$ cat config.mk
export PLATFORM = sky130hd
export DESIGN_NAME = countdown_timer_bank
export DESIGN_NICKNAME = d
export VERILOG_FILES = /design/src/rtl/cdt_pkg.sv /design/src/rtl/countdown_timer_bank.sv
export SDC_FILE = /design/constraint.sdc
export NUM_CORES = 1
export LEC_CHECK = 0
export ABC_AREA = 0
export ABC_CLOCK_PERIOD_IN_PS = 12100
export BUFFER_PORTS_ARGS = -buffer_cell sky130_fd_sc_hd__buf_4
export CORE_MARGIN = 8
export CORE_UTILIZATION = 50
export CTS_BUF_LIST = sky130_fd_sc_hd__clkbuf_8
export DETAILED_ROUTE_END_ITERATION = 12
export GPL_TIMING_DRIVEN = 1
export PLACE_DENSITY = 0.77
export SLEW_MARGIN = 30
export SYNTH_ARGS = -nofsm -noshare
export SYNTH_HDL_FRONTEND = slang
export SYNTH_SLANG_ARGS = --single-unit
$ cat constraint.sdc
create_clock -name i_clk -period 12.1 [get_ports i_clk]
set_clock_uncertainty 0.1 [all_clocks]
set_input_delay 2.42 -clock i_clk [delete_from_list [all_inputs] [get_ports i_clk]]
set_output_delay 2.42 -clock i_clk [all_outputs]
set_load 0.03 [all_outputs]
$ cat src/rtl/cdt_pkg.sv
// Shared types and opcode constants for the countdown timer bank.
package cdt_pkg;

    localparam int OPCODE_W = 2;
    localparam int INDEX_W  = 3;
    localparam int PERIOD_W = 32;

    typedef logic [OPCODE_W-1:0] t_opcode;

    localparam t_opcode OP_TICK  = 2'd0;
    localparam t_opcode OP_START = 2'd1;
    localparam t_opcode OP_CHECK = 2'd2;

    typedef enum logic [1:0] {
        S_IDLE,
        S_TICK,
        S_RELOAD
    } t_state;

endpackage

$ cat src/rtl/countdown_timer_bank.sv
// Countdown timer bank: a set of one-shot or periodic timers advanced by tick transfers.
//
// The input channel (i_valid, o_stall) carries one command per transfer: a tick,
// a start of one timer or a check of one timer. The output channel (o_valid,
// i_stall) carries one expired bit for every check, and nothing for other commands.
// A check of a periodic timer that has expired also reloads its counter, in a
// separate reload state. During a tick, one shared decrementer walks the counter
// memory, reading one timer and writing back the one before it in each cycle.
// The block accepts no command while a tick or a
// reload is in progress. The check result is registered and appears in the cycle
// after the transfer; it holds while i_stall is high, and no command of any kind
// is accepted while a result is held back. A new command may be accepted in the
// cycle in which the held result is taken.
// After reset all counters are idle at zero, all flags are clear
// and every timer is one-shot; valid bits make unwritten counter entries read as
// zero, so no clearing pass is needed.
module countdown_timer_bank
    import cdt_pkg::*;
#(
    parameter int NUM_TIMERS = 8
) (
    input  logic                i_clk,
    input  logic                i_rst_n,
    input  logic                i_valid,
    output logic                o_stall,
    input  logic [OPCODE_W-1:0] i_opcode,
    input  logic [INDEX_W-1:0]  i_timer_index,
    input  logic [PERIOD_W-1:0] i_period_ticks,
    input  logic                i_periodic_mode,
    output logic                o_valid,
    input  logic                i_stall,
    output logic                o_expired
);

    localparam int AW  = (NUM_TIMERS > 1) ? $clog2(NUM_TIMERS) : 1;
    localparam int IXW = $clog2(NUM_TIMERS + 1);

    logic [PERIOD_W-1:0]   r_cnt_mem [NUM_TIMERS];
    logic [PERIOD_W-1:0]   r_rld_mem [NUM_TIMERS];
    logic [NUM_TIMERS-1:0] r_cnt_vld;
    logic [NUM_TIMERS-1:0] r_flag;
    logic [NUM_TIMERS-1:0] r_mode;

    t_state              r_state, n_state;
    logic [IXW-1:0]      r_idx;
    logic                r_tk_vld;
    logic [AW-1:0]       r_tk_addr;
    logic [PERIOD_W-1:0] r_cnt_rd;
    logic                r_cnt_rd_vld;
    logic [PERIOD_W-1:0] r_rld_rd;
    logic [AW-1:0]       r_chk_addr;
    logic                r_o_valid;
    logic                r_o_expired;

    logic                in_acc;
    logic                idx_ok;
    logic [AW-1:0]       a_idx;
    logic                hit;
    logic                sweep_end;
    logic [PERIOD_W-1:0] cur_cnt;
    logic [PERIOD_W-1:0] dec_cnt;
    logic                cnt_we;
    logic [AW-1:0]       cnt_waddr;
    logic [PERIOD_W-1:0] cnt_wdata;
    logic                start_we;
    logic [PERIOD_W-1:0] start_period;
    logic                flag_set;
    logic                chk_acc;

    assign o_stall   = (r_state != S_IDLE) || (r_o_valid && i_stall);
    assign in_acc    = i_valid && !o_stall;
    assign idx_ok    = {{(32-INDEX_W){1'b0}}, i_timer_index} < 32'(NUM_TIMERS);
    assign a_idx     = AW'(i_timer_index);
    assign hit       = idx_ok && r_flag[a_idx];
    assign sweep_end = (r_idx == IXW'(NUM_TIMERS));
    assign cur_cnt   = r_cnt_rd_vld ? r_cnt_rd : '0;
    assign dec_cnt   = cur_cnt - PERIOD_W'(1);
    assign chk_acc   = in_acc && (i_opcode == OP_CHECK);
    assign start_period = (i_period_ticks == '0) ? PERIOD_W'(1) : i_period_ticks;

    always_comb begin
        n_state = r_state;
        unique case (r_state)
            S_IDLE: begin
                if (in_acc && (i_opcode == OP_TICK)) begin
                    n_state = S_TICK;
                end else if (chk_acc && hit && r_mode[a_idx]) begin
                    n_state = S_RELOAD;
                end
            end
            S_TICK: begin
                if (sweep_end) begin
                    n_state = S_IDLE;
                end
            end
            S_RELOAD: begin
                n_state = S_IDLE;
            end
            default: begin
                n_state = S_IDLE;
            end
        endcase
    end

    always_comb begin
        cnt_we    = 1'b0;
        cnt_waddr = r_chk_addr;
        cnt_wdata = r_rld_rd;
        start_we  = 1'b0;
        flag_set  = 1'b0;
        unique case (r_state)
            S_IDLE: begin
                if (in_acc && (i_opcode == OP_START) && idx_ok) begin
                    start_we  = 1'b1;
                    cnt_we    = 1'b1;
                    cnt_waddr = a_idx;
                    cnt_wdata = start_period;
                end
            end
            S_TICK: begin
                if (r_tk_vld && (cur_cnt != '0)) begin
                    cnt_we    = 1'b1;
                    cnt_waddr = r_tk_addr;
                    cnt_wdata = dec_cnt;
                    flag_set  = (dec_cnt == '0);
                end
            end
            S_RELOAD: begin
                cnt_we = 1'b1;
            end
            default: begin
                cnt_we = 1'b0;
            end
        endcase
    end

    always_ff @(posedge i_clk) begin
        if (cnt_we) begin
            r_cnt_mem[cnt_waddr] <= cnt_wdata;
        end
        if (start_we) begin
            r_rld_mem[a_idx] <= start_period;
        end
        if (r_idx < IXW'(NUM_TIMERS)) begin
            r_cnt_rd     <= r_cnt_mem[r_idx[AW-1:0]];
            r_cnt_rd_vld <= r_cnt_vld[r_idx[AW-1:0]];
        end
        if (idx_ok) begin
            r_rld_rd <= r_rld_mem[a_idx];
        end
        r_tk_addr <= r_idx[AW-1:0];
        if (chk_acc) begin
            r_chk_addr <= a_idx;
        end
        if (chk_acc) begin
            r_o_expired <= hit;
        end
    end

    always_ff @(posedge i_clk) begin
        if (!i_rst_n) begin
            r_state   <= S_IDLE;
            r_idx     <= '0;
            r_tk_vld  <= 1'b0;
            r_cnt_vld <= '0;
            r_flag    <= '0;
            r_mode    <= '0;
            r_o_valid <= 1'b0;
        end else begin
            r_state <= n_state;
            if (r_state == S_TICK) begin
                r_tk_vld <= !sweep_end;
                if (!sweep_end) begin
                    r_idx <= r_idx + IXW'(1);
                end
            end else begin
                r_tk_vld <= 1'b0;
                r_idx    <= '0;
            end
            if (cnt_we) begin
                r_cnt_vld[cnt_waddr] <= 1'b1;
            end
            if (start_we) begin
                r_flag[a_idx] <= 1'b0;
                r_mode[a_idx] <= i_periodic_mode;
            end
            if (flag_set) begin
                r_flag[r_tk_addr] <= 1'b1;
            end
            if (chk_acc && hit) begin
                r_flag[a_idx] <= 1'b0;
            end
            if (chk_acc) begin
                r_o_valid <= 1'b1;
            end else if (!i_stall) begin
                r_o_valid <= 1'b0;
            end
        end
    end

    assign o_valid   = r_o_valid;
    assign o_expired = r_o_expired;

endmodule

==> summary by stage <==
Outcome
The flow ran to the end, and the final reports show no timing, DRC or antenna violations.

Power
The leakage dissipation is slightly below 9 nW. The peak supply drop is between 0.00015 and 0.0002 V. Dividing total power by cell area gives a power density of around 160 nW/µm².

Timing
The worst slack on hold paths is 355.4 ps. Setup repair after global routing left no endpoint under its margin. The period utilization is between 40% and 50%. The total negative slack for setup checks is 0 ps. The final number of setup-violating endpoints is 0. The slew of the pin with the lowest slew margin is just over 1000 ps. The count of pins over their slew limit came to 0. The post-route worst setup slack is around 6500 ps.

Derived from the worst setup path, the maximum achievable clock frequency is about 180 MHz. The shortest clock period the worst path allows after layout is between 5000 and 6000 ps. The number of endpoints with negative hold slack in the final report is 0. The worst pin sits at a relative slew slack of between 30% and 40%.

Worst setup path
Together, buffers and inverters on the worst path number 3. The slowest stage of the critical path is the sky130_fd_sc_hd__a211oi_2 cell. Traced cell by cell, the critical path runs through buf_4 > a211oi_2 > inv_1 > buf_4.

The critical path launch point type is an input port. The worst setup path is of the input port to primary output kind. For the worst flop-to-flop path, the logic depth is 8. In this design, the critical path's most frequently occurring cell is sky130_fd_sc_hd__buf_4.

The highest fanout seen on the critical path is 4. STA classifies the critical path endpoint as a primary output. The largest stage delay on the critical path is 310 ps. The critical path data arrival time is around 3100 ps. The endpoint of the worst register-to-register path is r_cnt_mem[7][9]$_DFFE_PP_. The flop-to-flop setup slack is roughly 8200 ps. The launch point of the critical path is i_stall. The required time reported for the critical path endpoint is around 9600 ps. The worst register-to-register path begins at r_state[0]$_SDFFE_PN0P_. The dominant delay contributor by cell family on the critical path is buffers and inverters.

Route
The post-detailed-routing wire length is approximately 56000 µm. The detail route stage leaves a number of antenna-violating nets equal to 0. The number of search-and-repair iterations in the first detailed-routing pass is 5. After detailed routing, the number of vias per cell comes to about 6.3. The post-route DRC violation count is 0. For this block, the initial DRC count from the detailed router was ~1600. After detailed routing, the average wire length per cell comes to 25.12 µm. The detailed router placed about 14000 vias in this run.

Worst hold path
Along the worst hold path, the cell count comes to 2. The worst hold path begins at r_rld_mem[3][24]$_DFFE_PP_. The path with the worst hold slack has its endpoint at r_rld_rd[24]$_DFF_P_. The min-delay analysis places its worst path in the category register to register.

Logic synthesis
The xor and xnor area share after synthesis is less than 1%. After synthesis, the largest family of logic cells by area is compound AO/OA/AOI/OAI gates. In this run the cell area of the synthesized design comes to 24310 µm².

The number of synthesis warnings is 0. Ranked by total cell area, the synthesized netlist is headed by sky130_fd_sc_hd__edfxtp_1, sky130_fd_sc_hd__mux4_2, sky130_fd_sc_hd__dfxtp_1. The cell type contributing the most total cell area after synthesis is sky130_fd_sc_hd__edfxtp_1. The number of different library cells used by synthesis comes to 75. The post-synthesis net count is 1533.

The share of synthesized cell area in and, or, nand and nor gates is under 10%. The prevailing post-synth register cell is sky130_fd_sc_hd__edfxtp_1. The complex-gate fraction of the synthesized area is approximately 9.2%. The share of the Yosys chip area taken by registers is 73.35%.

Summing the areas of all fa, ha and maj instances in the mapped netlist gives less than 1% of the synthesized area. The number of enable flip-flop cells after synthesis is between 500 and 600. In this run, synthesis produced a sequential element count of 616. The post-synthesis async set-or-reset flop share is 0%. Measured against the total synthesized area, the mux share comes to approximately 7.9%. Dividing the synthesized area by the synthesized cell count gives ~16 µm².

The post-synthesis instance total is 1487. The fraction of post-synthesis cell area in the top cell type by area is between 60% and 70%.

Global route
The number of antenna violations at the first check in global routing is 1. Global routing used 19.92% of the available tracks. The maximum number of pins on one net before global-route repair is 72.

After global routing the overflow that remains totals 0. The number of global-route vias before repair is about 14000. The first global-routing pass estimated 85390 µm of wire.

Cells and area
The top cell types in the final layout, fill and taps aside, are sky130_fd_sc_hd__edfxtp_1, sky130_fd_sc_hd__a22oi_1, sky130_fd_sc_hd__clkbuf_8, sky130_fd_sc_hd__nand2_1, sky130_fd_sc_hd__buf_4. The area added between synthesis and finish is 12.22%. The sequential cells in the finished layout cover a total of between 15000 and 20000 µm². The fraction of final layout cells sized beyond drive strength 1 is between 20% and 30%.

Counting the fill cells in the layout gives about 3600. The final antenna diode count is 0. The library cell used most frequently in the layout, excluding fill and tap cells, is sky130_fd_sc_hd__edfxtp_1. The number of nets at the end of the flow is roughly 1600. The number of cells in the finished layout apart from fillers is 2243.

The multi-input combinational cells in the finished layout cover a total of 6106 µm². The final instance area is around 27000 µm².

Floorplanning
The width of the die is between 200 and 250 µm. 45 I/O pins were placed. The floorplan step defined a die boundary enclosing 55920 µm². The initial cell density of the core is 50.17%.

The number of placement rows is 81. Measured along the y axis, the die boundary spans 236.5 µm. The area of the core region is between 40000 and 50000 µm².

Placed design
The count of buffers added on input and output ports is 44. The worst slack after detailed placement is between 6000 and 7000 ps. After detailed placement, the design holds a cell count of around 2100.

The placed instances occupy a cell area of between 20000 and 30000 µm². The routability congestion estimate is between 0.8 and 0.9. The HPWL after detailed placement is between 30000 and 40000 µm.

Run
The count of maximum capacitance violations is 0.

Clock tree
The TritonCTS clock tree is yes. In this run, post-CTS repair resized a total of 0 instances. The sink count of the clock tree is between 600 and 700. The later-pin clock latency in the skew report is between 600 and 700 ps.

The longest clock path from root to sink contains 3 buffers. The buffer cell driving the clock tree root is sky130_fd_sc_hd__clkbuf_8. The hold-fix buffer count after cts is 0. Counting the buffers created by CTS gives 94. After clock tree synthesis, the clock-pin slew on the worst setup and hold paths is approximately 60 ps. The number of levels in the clock H-tree is 3. The number of buffers added for setup after CTS is 0.
worst max path at each step:
stage,end,slack [ps],cells past startpoint
3_3_place_gp,r_cnt_mem[7][8]$_DFFE_PP_,6480,8
2_1_floorplan,r_cnt_mem[2][0]$_DFFE_PP_,6480,8
4_1_cts,o_stall,6470,4
6_report,o_stall,6480,4
5_1_grt,o_stall,6440,4
3_5_place_dp,o_stall,6480,4
flip-flops by register name (all words and copies together), names as in the netlist, 4 cells and up:
| signal | count |
|---|---|
| r_rld_rd | 32 |
| r_cnt_rd | 32 |
| r_mode | 8 |
| r_rld_mem | 256 |
| r_flag | 8 |
| r_cnt_vld | 8 |
| r_cnt_mem | 256 |
| r_idx | 4 |
kinds of logic after synthesis:
kind of cell / count (synthesis)
AO/OA/AOI/OAI: 310
flip-flops: 616
AND/OR/NAND/NOR: 303
adder cells (fa/ha/maj): 4
XOR/XNOR: 21
buffers and inverters: 128
multiplexers: 105
power by group:
| group | switching (W) | internal, W |
|---|---|---|
| Combinational | 0.000140 | 0.0000650 |
| Clock | 0.000798 | 0.000890 |
| Sequential | 0.0000286 | 0.00237 |
| Total | 0.000967 | 0.00333 |
layer usage:
layer / part of all wire, % / vias up / GRT usage [%]
met3: 11 / 117 / 5.127
met1: 40 / 7034 / 27.28
li1: - / 6095 / -
met5: 0.023 / - / 0
met2: 47 / 831 / 31.05
met4: 2.4 / 2 / 6.572
through the flow:
step,total power [W],utilization [%]
floorplan,0.002556,-
global placement,0.002633,52.21
detailed placement,0.002645,52.44
CTS,0.004315,56.29
global route,0.004425,56.30
finish,0.004293,56.30
synth_stat cells (all sizes together), types with 5 or more instances:
library cell / n
nand2b: 9
nor2b: 6
xor2: 11
nand3: 27
mux2: 33
dfxtp: 67
a22o: 14
nor4: 19
edfxtp: 549
nor3: 11
xnor2: 10
nand2: 93
a221oi: 11
o21ai: 34
buf: 13
or4: 7
inv: 13
nor3b: 6
a21oi: 49
clkbuf: 102
mux2i: 6
o31ai: 9
nor2: 70
and3: 5
mux4: 66
o21a: 7
nand4b: 5
nand4: 28
a22oi: 106
o22ai: 40
o2111ai: 8
a221o: 6
area by class of cell:
type / instances / area share, %
Clock inverter: 73 / 1.693
Inverter: 13 / 0.1789
Clock buffer: 102 / 5.147
Tap cell: 622 / 2.853
Multi-Input combinational cell: 743 / 22.39
Timing Repair Buffer: 74 / 2.344
Sequential cell: 616 / 65.40
worst reg2reg max path, delay by kind of cell (launching register included):
family          cells  cell delay (ps)
flops               1              970
compound gates      3              670
simple gates        3             1060
buf+inv             2              740
Note: power is estimated with default switching activity, not from simulation.
